## src/hw/rtl/hppa_pkg.sv

```systemverilog
// Shared types, operation codes and default sizes for the hashed process page allocator.
package hppa_pkg;

  localparam int unsigned MEMORY_WORDS_DEF = 4096;
  localparam int unsigned PAGE_WORDS_DEF   = 64;

  localparam int unsigned MOD_STEPS = 2;
  localparam int unsigned CNT_W     = $clog2(MOD_STEPS);

  typedef enum logic [2:0] {
    OP_INSERT = 3'd0,
    OP_SEARCH = 3'd1,
    OP_WRITE  = 3'd2,
    OP_READ   = 3'd3,
    OP_DELETE = 3'd4
  } op_e;

  typedef struct packed {
    logic             capture;
    logic             match;
    logic             encode;
    logic             exec;
    logic             mod_step;
    logic [CNT_W-1:0] mod_phase;
    logic             resp_load;
  } ctl_cmd_t;

  typedef struct packed {
    logic need_mod;
    logic out_free;
  } ctl_sts_t;

endpackage

```

## src/hw/rtl/hppa_ctrl.sv

```systemverilog
// Controller state machine that sequences one operation through the datapath.
module hppa_ctrl (
  input  logic                clk_i,
  input  logic                rst_ni,
  input  logic                in_valid_i,
  output logic                in_ready_o,
  input  hppa_pkg::ctl_sts_t  sts_i,
  output hppa_pkg::ctl_cmd_t  cmd_o
);
  import hppa_pkg::*;

  localparam logic [2:0] S_IDLE   = 3'd0;
  localparam logic [2:0] S_MATCH  = 3'd1;
  localparam logic [2:0] S_ENCODE = 3'd2;
  localparam logic [2:0] S_EXEC   = 3'd3;
  localparam logic [2:0] S_MOD    = 3'd4;
  localparam logic [2:0] S_RESP   = 3'd5;

  logic [2:0]       state_q, state_d;
  logic [CNT_W-1:0] cnt_q, cnt_d;

  always_comb begin
    state_d         = state_q;
    cnt_d           = cnt_q;
    in_ready_o      = 1'b0;
    cmd_o           = '0;
    cmd_o.mod_phase = cnt_q;
    unique case (state_q)
      S_IDLE: begin
        in_ready_o = 1'b1;
        if (in_valid_i) begin
          cmd_o.capture = 1'b1;
          state_d       = S_MATCH;
        end
      end
      S_MATCH: begin
        cmd_o.match = 1'b1;
        state_d     = S_ENCODE;
      end
      S_ENCODE: begin
        cmd_o.encode = 1'b1;
        state_d      = S_EXEC;
      end
      S_EXEC: begin
        cmd_o.exec = 1'b1;
        if (sts_i.need_mod) begin
          cnt_d   = CNT_W'(MOD_STEPS - 1);
          state_d = S_MOD;
        end else begin
          state_d = S_RESP;
        end
      end
      S_MOD: begin
        cmd_o.mod_step = 1'b1;
        if (cnt_q == '0) begin
          state_d = S_RESP;
        end else begin
          cnt_d = cnt_q - 1'b1;
        end
      end
      S_RESP: begin
        if (sts_i.out_free) begin
          cmd_o.resp_load = 1'b1;
          state_d         = S_IDLE;
        end
      end
      default: begin
        state_d = S_IDLE;
      end
    endcase
  end

  always_ff @(posedge clk_i or negedge rst_ni) begin
    if (!rst_ni) begin
      state_q <= S_IDLE;
      cnt_q   <= '0;
    end else begin
      state_q <= state_d;
      cnt_q   <= cnt_d;
    end
  end

  a_accept_starts: assert property (@(posedge clk_i) disable iff (!rst_ni)
    (in_valid_i && in_ready_o) |=> (state_q == S_MATCH))
    else $error("Accepted transaction did not enter the match step.");

  a_exec_next: assert property (@(posedge clk_i) disable iff (!rst_ni)
    (state_q == S_EXEC) |=> (state_q == S_MOD || state_q == S_RESP))
    else $error("Execute step was not followed by modulo or response.");

  a_mod_ends: assert property (@(posedge clk_i) disable iff (!rst_ni)
    (state_q == S_MOD && cnt_q == '0) |=> (state_q == S_RESP))
    else $error("Modulo iteration did not finish after its last step.");

endmodule

```

## config.mk

```make
export PLATFORM = sky130hd
export DESIGN_NAME = hppa_ctrl
export DESIGN_NICKNAME = d
export VERILOG_FILES = /design/src/hw/rtl/hppa_pkg.sv /design/src/hw/rtl/hppa_ctrl.sv
export SDC_FILE = /design/constraint.sdc
export NUM_CORES = 1
export LEC_CHECK = 0
export ABC_AREA = 1
export BUFFER_PORTS_ARGS = -buffer_cell sky130_fd_sc_hd__buf_4
export CAP_MARGIN = 20
export CORE_AREA = 3 3 40 42
export CTS_CLUSTER_SIZE = 28
export DETAILED_ROUTE_END_ITERATION = 12
export DIE_AREA = 0 0 43 45
export HOLD_SLACK_MARGIN = 0.15
export PLACE_DENSITY = 0.39
export SLEW_MARGIN = 10
export SYNTH_ARGS = -nofsm -noshare
export SYNTH_HDL_FRONTEND = slang
export SYNTH_SLANG_ARGS = --single-unit
export TNS_END_PERCENT = 1
```

## constraint.sdc

```tcl
create_clock -name clk_i -period 1.6 [get_ports clk_i]
set_clock_uncertainty 0.05 [all_clocks]
set_input_delay 0.16 -clock clk_i [delete_from_list [all_inputs] [get_ports clk_i]]
set_output_delay 0.16 -clock clk_i [all_outputs]
set_load 0.02 [all_outputs]
```

==> metrics, run 1 <==
RSZ-0062 raised after global routing false; Post-Synthesis Cells 38; FF+latch area 100 sq um; Die X 43 um; CP required 1390 ps; worst skew pair latency 240 ps; Fillers 147; Layout area overhead 52.6%; clock slew at reported path FFs 40 ps; Min-Delay Path Class input pin to register; pwr dens 2020 nW/um^2; first-pass GRT wire length 1150 um; clock power share 0.152; clock buffer depth 2; Slew headroom 0.788; synthesized area per cell 7.08 sq um; ANT nets after route 0; post-CTS setup buffer count 0; Switch Pwr 0.394 mW; fraction of layout cells with a size suffix above 1 0.340; max-cap check violation count 0; Final min period 1450 ps; DR iter-0 viols 1; Sw Ratio 0.475; FF+latch count, synth 4; Die H 45 um; Fin. Hold Viols 0; Ports 13; register area share after synthesis 0.372; CP Class register to primary output; Setup crit start kind register; Root Driver clkbuf_4; Synth warnings 0; Residual DRC 0; crit-path max FO 7; Synth cell types 16; Comb power frac 0.558; starting density of the core 0.209; final worst path period share 0.904; I/O Buffers 12; endpoint class of the critical path primary output; CTS H-Tree Depth 1; Static Leak 0.231 nW; Internal Power 0.434 mW; sequential power share 0.290; initial antenna violation count 0; Pwr Total 0.828 mW; vias post-DR 283; Total Wirelength 664 um; status finished clean; clock sinks 4; nets 60; post-synth net total 43; worst vdd ir 0.699 mV; fmax 691 MHz; DP HPWL 522 um; Die Footprint 1940 sq um; setup TNS 0 ps; vias in the first global route 270; GRT Total Usage 0.0843; # diodes 0; Final setup viols 0; # rows 13; Worst-Margin Slew 318 ps; CTS buffer count 3; gpl congestion 0.766; Placeable Area 1280 sq um; Congestion Overflow GR 0; largest net degree at the start of global routing 10; Critical Path AT 1240 ps; Max Slew Vio Count 0; WL/cell 9.76 um; drt pass-1 iters 4; synthesized cell area 269 sq um; area occupied by multi-input gates 133 sq um; CTS tree done; drt via density 4.16
[cells in the mapped netlist]
cell type  n  area share
dfrtp_1    4        0.37
nor2_1     3       0.042
nor3_1     2       0.037
o22ai_1    1       0.023
nand4_1    2       0.047
nand2_1    9        0.13
a22o_1     1       0.033
inv_1      6       0.084
buf_4      2       0.056
nand3_2    1       0.037
nand3_1    2       0.037
nor2_2     1       0.023
and2_1     1       0.023
o21ai_1    1       0.019
inv_2      1       0.014
nand3b_1   1       0.028
[layer usage]
layer | up-vias | track usage | share of wire
met5 | - | 0 | 0
met1 | 120 | 0.0971 | 0.41
met2 | 8 | 0.117 | 0.48
li1 | 153 | - | -
met3 | 2 | 0.0279 | 0.065
met4 | 0 | 0.0904 | 0.033
[stage by stage]
stage / util / cell area, sq um / hold slack, ps / setup slack [ps] / instances
after global placement: 0.282 / 363 / -89.9 / 381 / 63
after CTS: 0.315 / 405 / 202 / 103 / 68
after global routing: 0.319 / 410 / 228 / 26.0 / 68
after floorplan: - / 269 / -186 / 275 / 38
after detailed placement: 0.282 / 363 / -88.9 / 376 / 63
final: 0.319 / 410 / 203 / 154 / 68
[cell type report]
class | instances | share of cell area
clock buffers | 3 | 0.0549
inverters | 7 | 0.0640
multi-input cells | 25 | 0.323
flip-flops and latches | 4 | 0.244
well taps | 15 | 0.0457
repair buffers | 14 | 0.268
[state kept, by name, summed over array words and instances (netlist names)]
signal	flops
state_q	3
cnt_q	1
[worst max-delay path, stage by stage (launching register included)]
cell     delay (ps)
dfrtp_1         460
nor2_4          150
inv_1            80
nor3_1          140
buf_4           170
[final timing paths]
check | start | end | slack [ps] | cells past startpoint
max | state_q[0]$_DFFE_PN0P_ | cmd_o[6] | 150 | 4
max in group asynchronous | rst_ni | cnt_q$_DFFE_PN0P_ | 1180 | 2
min reg2reg | cnt_q$_DFFE_PN0P_ | cnt_q$_DFFE_PN0P_ | 520 | 1
min | sts_i[0] | state_q[0]$_DFFE_PN0P_ | 200 | 4
max reg2reg | state_q[2]$_DFFE_PN0P_ | cnt_q$_DFFE_PN0P_ | 480 | 4
min in group asynchronous | rst_ni | state_q[0]$_DFFE_PN0P_ | 210 | 2
[repair_timing]
action / 4_1_cts / 5_1_grt
hold endpoints to repair: 5 / 0
gates resized for setup: 0 / 1
hold buffers: 2 / 0
setup endpoints to repair: 0 / 1
[logic make-up (layout without fill, tap and decap cells)]
family                 count (synthesis)  count (layout)  share of synthesized area
and+or+nand+nor                       22              22                      0.400
DFF                                    4               4                      0.372
buffers and inverters                  9              24                      0.153
AOI/OAI and AO/OA                      3               3                     0.0744
[layout by cell type, fill, tap and decap left out]
master,count
nand3_1,2
clkbuf_4,3
o21ai_1,1
nor2_4,1
nand3_2,1
nor2_1,3
a22o_1,1
inv_1,6
nand4_1,2
dlygate4sd3_1,2
o22ai_1,1
inv_2,1
nor3_1,2
and2_1,1
nand3b_1,1
dfrtp_1,4
buf_4,12
nand2_1,9
[power groups by stage]
stage | Clock, mW | Sequential [mW] | Combinational, mW
after floorplan | 0 | 0.197 | 0.347
after global placement | 0 | 0.233 | 0.466
after global routing | 0.138 | 0.248 | 0.517
after CTS | 0.133 | 0.231 | 0.463
final | 0.126 | 0.240 | 0.462
after detailed placement | 0 | 0.232 | 0.456
Power figures use the tool's default switching activity.
==> inputs of run 2 (changes only) <==
Settings changed: CTS_BUF_LIST from default to sky130_fd_sc_hd__clkbuf_2, PLACE_DENSITY 0.39 to 0.43.
==> metrics, run 2 (synthesized netlist as in run 1, its figures left out) <==
WL/cell 9.59 um (was 9.76 um); Switch Pwr 0.394 mW (about the same); Worst R2R Start state_q[0]$_DFFE_PN0P_ (was state_q[2]$_DFFE_PN0P_); worst skew pair latency 210 ps (was 240 ps); final worst path period share 0.927 (was 0.904); largest net degree at the start of global routing 10 (unchanged); Internal Power 0.396 mW (was 0.434 mW); clock buffer depth 2 (unchanged); FF-to-FF path depth 3 (was 4); crit-path max FO 7 (unchanged); Layout area overhead 47.9% (was 52.6%); Critical-path top delay cell dfrtp_1 (unchanged); starting density of the core 0.209 (unchanged); first-pass GRT wire length 1100 um (was 1150 um); CP Class register to primary output (unchanged); Congestion Overflow GR 0 (unchanged); Fillers 144 (was 147); critical path launch point state_q[0]$_DFFE_PN0P_ (unchanged); Pwr Total 0.789 mW (was 0.828 mW); clock power share 0.126 (was 0.152); # diodes 0 (unchanged); top flop regs state_q x3, cnt_q x1 (unchanged); fmax 674 MHz (was 691 MHz); CP required 1390 ps (about the same); cell chain of the critical path nor2_2 > inv_1 > nor3_1 > buf_4 (was nor2_4 > inv_1 > nor3_1 > buf_4); Critical Path AT 1270 ps (was 1240 ps); GRT Total Usage 0.0760 (was 0.0843); r2r endpoint cnt_q$_DFFE_PN0P_ (unchanged); worst vdd ir 0.613 mV (was 0.699 mV); CP peak stage delay 450 ps (was 460 ps); Min-Delay Path Class input pin to register (unchanged); CTS buffer count 3 (unchanged); clock slew at reported path FFs 60 ps (was 40 ps); pwr dens 1980 nW/um^2 (was 2020 nW/um^2); Residual DRC 0 (unchanged); Die X 43 um (unchanged); Max Slew Vio Count 0 (unchanged); critical path capture point cmd_o[6] (unchanged); Die Footprint 1940 sq um (unchanged); max-cap check violation count 0 (unchanged); commonest non-fill, non-tap cells in the layout 12 x buf_4, 9 x nand2_1, 6 x inv_1 (unchanged); Fin. Hold Viols 0 (unchanged); FF+latch area 100 sq um (unchanged); ANT nets after route 0 (unchanged); status finished clean (unchanged); setup TNS 0 ps (unchanged); # rows 13 (unchanged); Comb power frac 0.583 (was 0.558); Total Wirelength 652 um (was 664 um); vias in the first global route 263 (was 270); Die H 45 um (unchanged); most common cell after layout, fill and taps aside buf_4 (unchanged); endpoint class of the critical path primary output (unchanged); Sw Ratio 0.499 (was 0.475); clock sinks 4 (unchanged); vias post-DR 283 (unchanged); setup slack, reg-to-reg 460 ps (was 480 ps); Worst-Margin Slew 314 ps (was 318 ps); Setup crit start kind register (unchanged); drt pass-1 iters 4 (unchanged); gpl congestion 0.772 (was 0.766); initial antenna violation count 0 (unchanged); RSZ-0062 raised after global routing false (unchanged); Placeable Area 1280 sq um (unchanged); CTS tree done (unchanged); Ports 13 (unchanged); Root Driver clkbuf_2 (was clkbuf_4); Final min period 1480 ps (was 1450 ps); Static Leak 0.229 nW (was 0.231 nW); I/O Buffers 12 (unchanged); DP HPWL 516 um (was 522 um); cts repair resizes 0 (unchanged); area occupied by multi-input gates 128 sq um (was 133 sq um); max reg flops 3 (unchanged); fraction of layout cells with a size suffix above 1 0.340 (unchanged); nets 60 (unchanged); CTS H-Tree Depth 1 (unchanged); DR iter-0 viols 5 (was 1); sequential power share 0.291 (was 0.290); largest reg by FF count state_q (unchanged); Final setup viols 0 (unchanged); drt via density 4.16 (unchanged); Slew headroom 0.791 (was 0.788)
[run 2: changes by cell type in the layout (fill, tap and decap cells not counted)]
cell	change
clkbuf_2	+3
clkbuf_4	-3
nor2_2	+1
nor2_4	-1
[run 2: through the flow]
step,setup slack (ps),area (sq um),hold WS (ps),util,cells
floorplan,275,269,-186,-,38
global placement,380,363,-87.9,0.282,63
detailed placement,365,363,-88.4,0.282,63
CTS,110,398,216,0.310,68
global route,3.24,398,225,0.310,68
finish,117,398,223,0.310,68
[run 2: worst min-delay path by stage]
stage	start	end	slack, ps	cells past startpoint
2_1_floorplan	rst_ni	cnt_q$_DFFE_PN0P_	-190	0
3_3_place_gp	rst_ni	state_q[2]$_DFFE_PN0P_	-90	1
3_5_place_dp	rst_ni	state_q[0]$_DFFE_PN0P_	-90	1
4_1_cts	rst_ni	state_q[0]$_DFFE_PN0P_	220	2
5_1_grt	rst_ni	state_q[0]$_DFFE_PN0P_	220	2
6_report	sts_i[0]	state_q[0]$_DFFE_PN0P_	220	4
[run 2: cell type report]
cell class | instances | share of cell area
Sequential cell | 4 | 0.252
Clock buffer | 3 | 0.0377
Timing Repair Buffer | 14 | 0.277
Tap cell | 15 | 0.0472
Multi-Input combinational cell | 25 | 0.321
Inverter | 7 | 0.0660
[run 2: routing by layer]
metal	track usage	vias up	part of all wire
met5	0	-	0
met4	0	0	0
met3	0.0478	0	0.078
met2	0.108	10	0.41
met1	0.104	121	0.51
li1	-	152	-
[run 2: timing repair]
action,CTS,global route
hold buffers,2,0
hold endpoints to repair,5,0
setup buffers,0,0
endpoints found under the setup margin,0,0
[run 2: power by group through the flow]
stage,combinational [mW],sequential [mW],clock (mW)
3_5_place_dp,0.461,0.230,0
6_report,0.460,0.230,0.0993
4_1_cts,0.466,0.229,0.106
3_3_place_gp,0.464,0.232,0
5_1_grt,0.523,0.241,0.110
2_1_floorplan,0.347,0.197,0
[run 2: critical path, delay by kind of cell (launching register included)]
family / cells / cell delay (ps)
AND/OR/NAND/NOR: 2 / 340
buffers and inverters: 2 / 260
flip-flops: 1 / 450
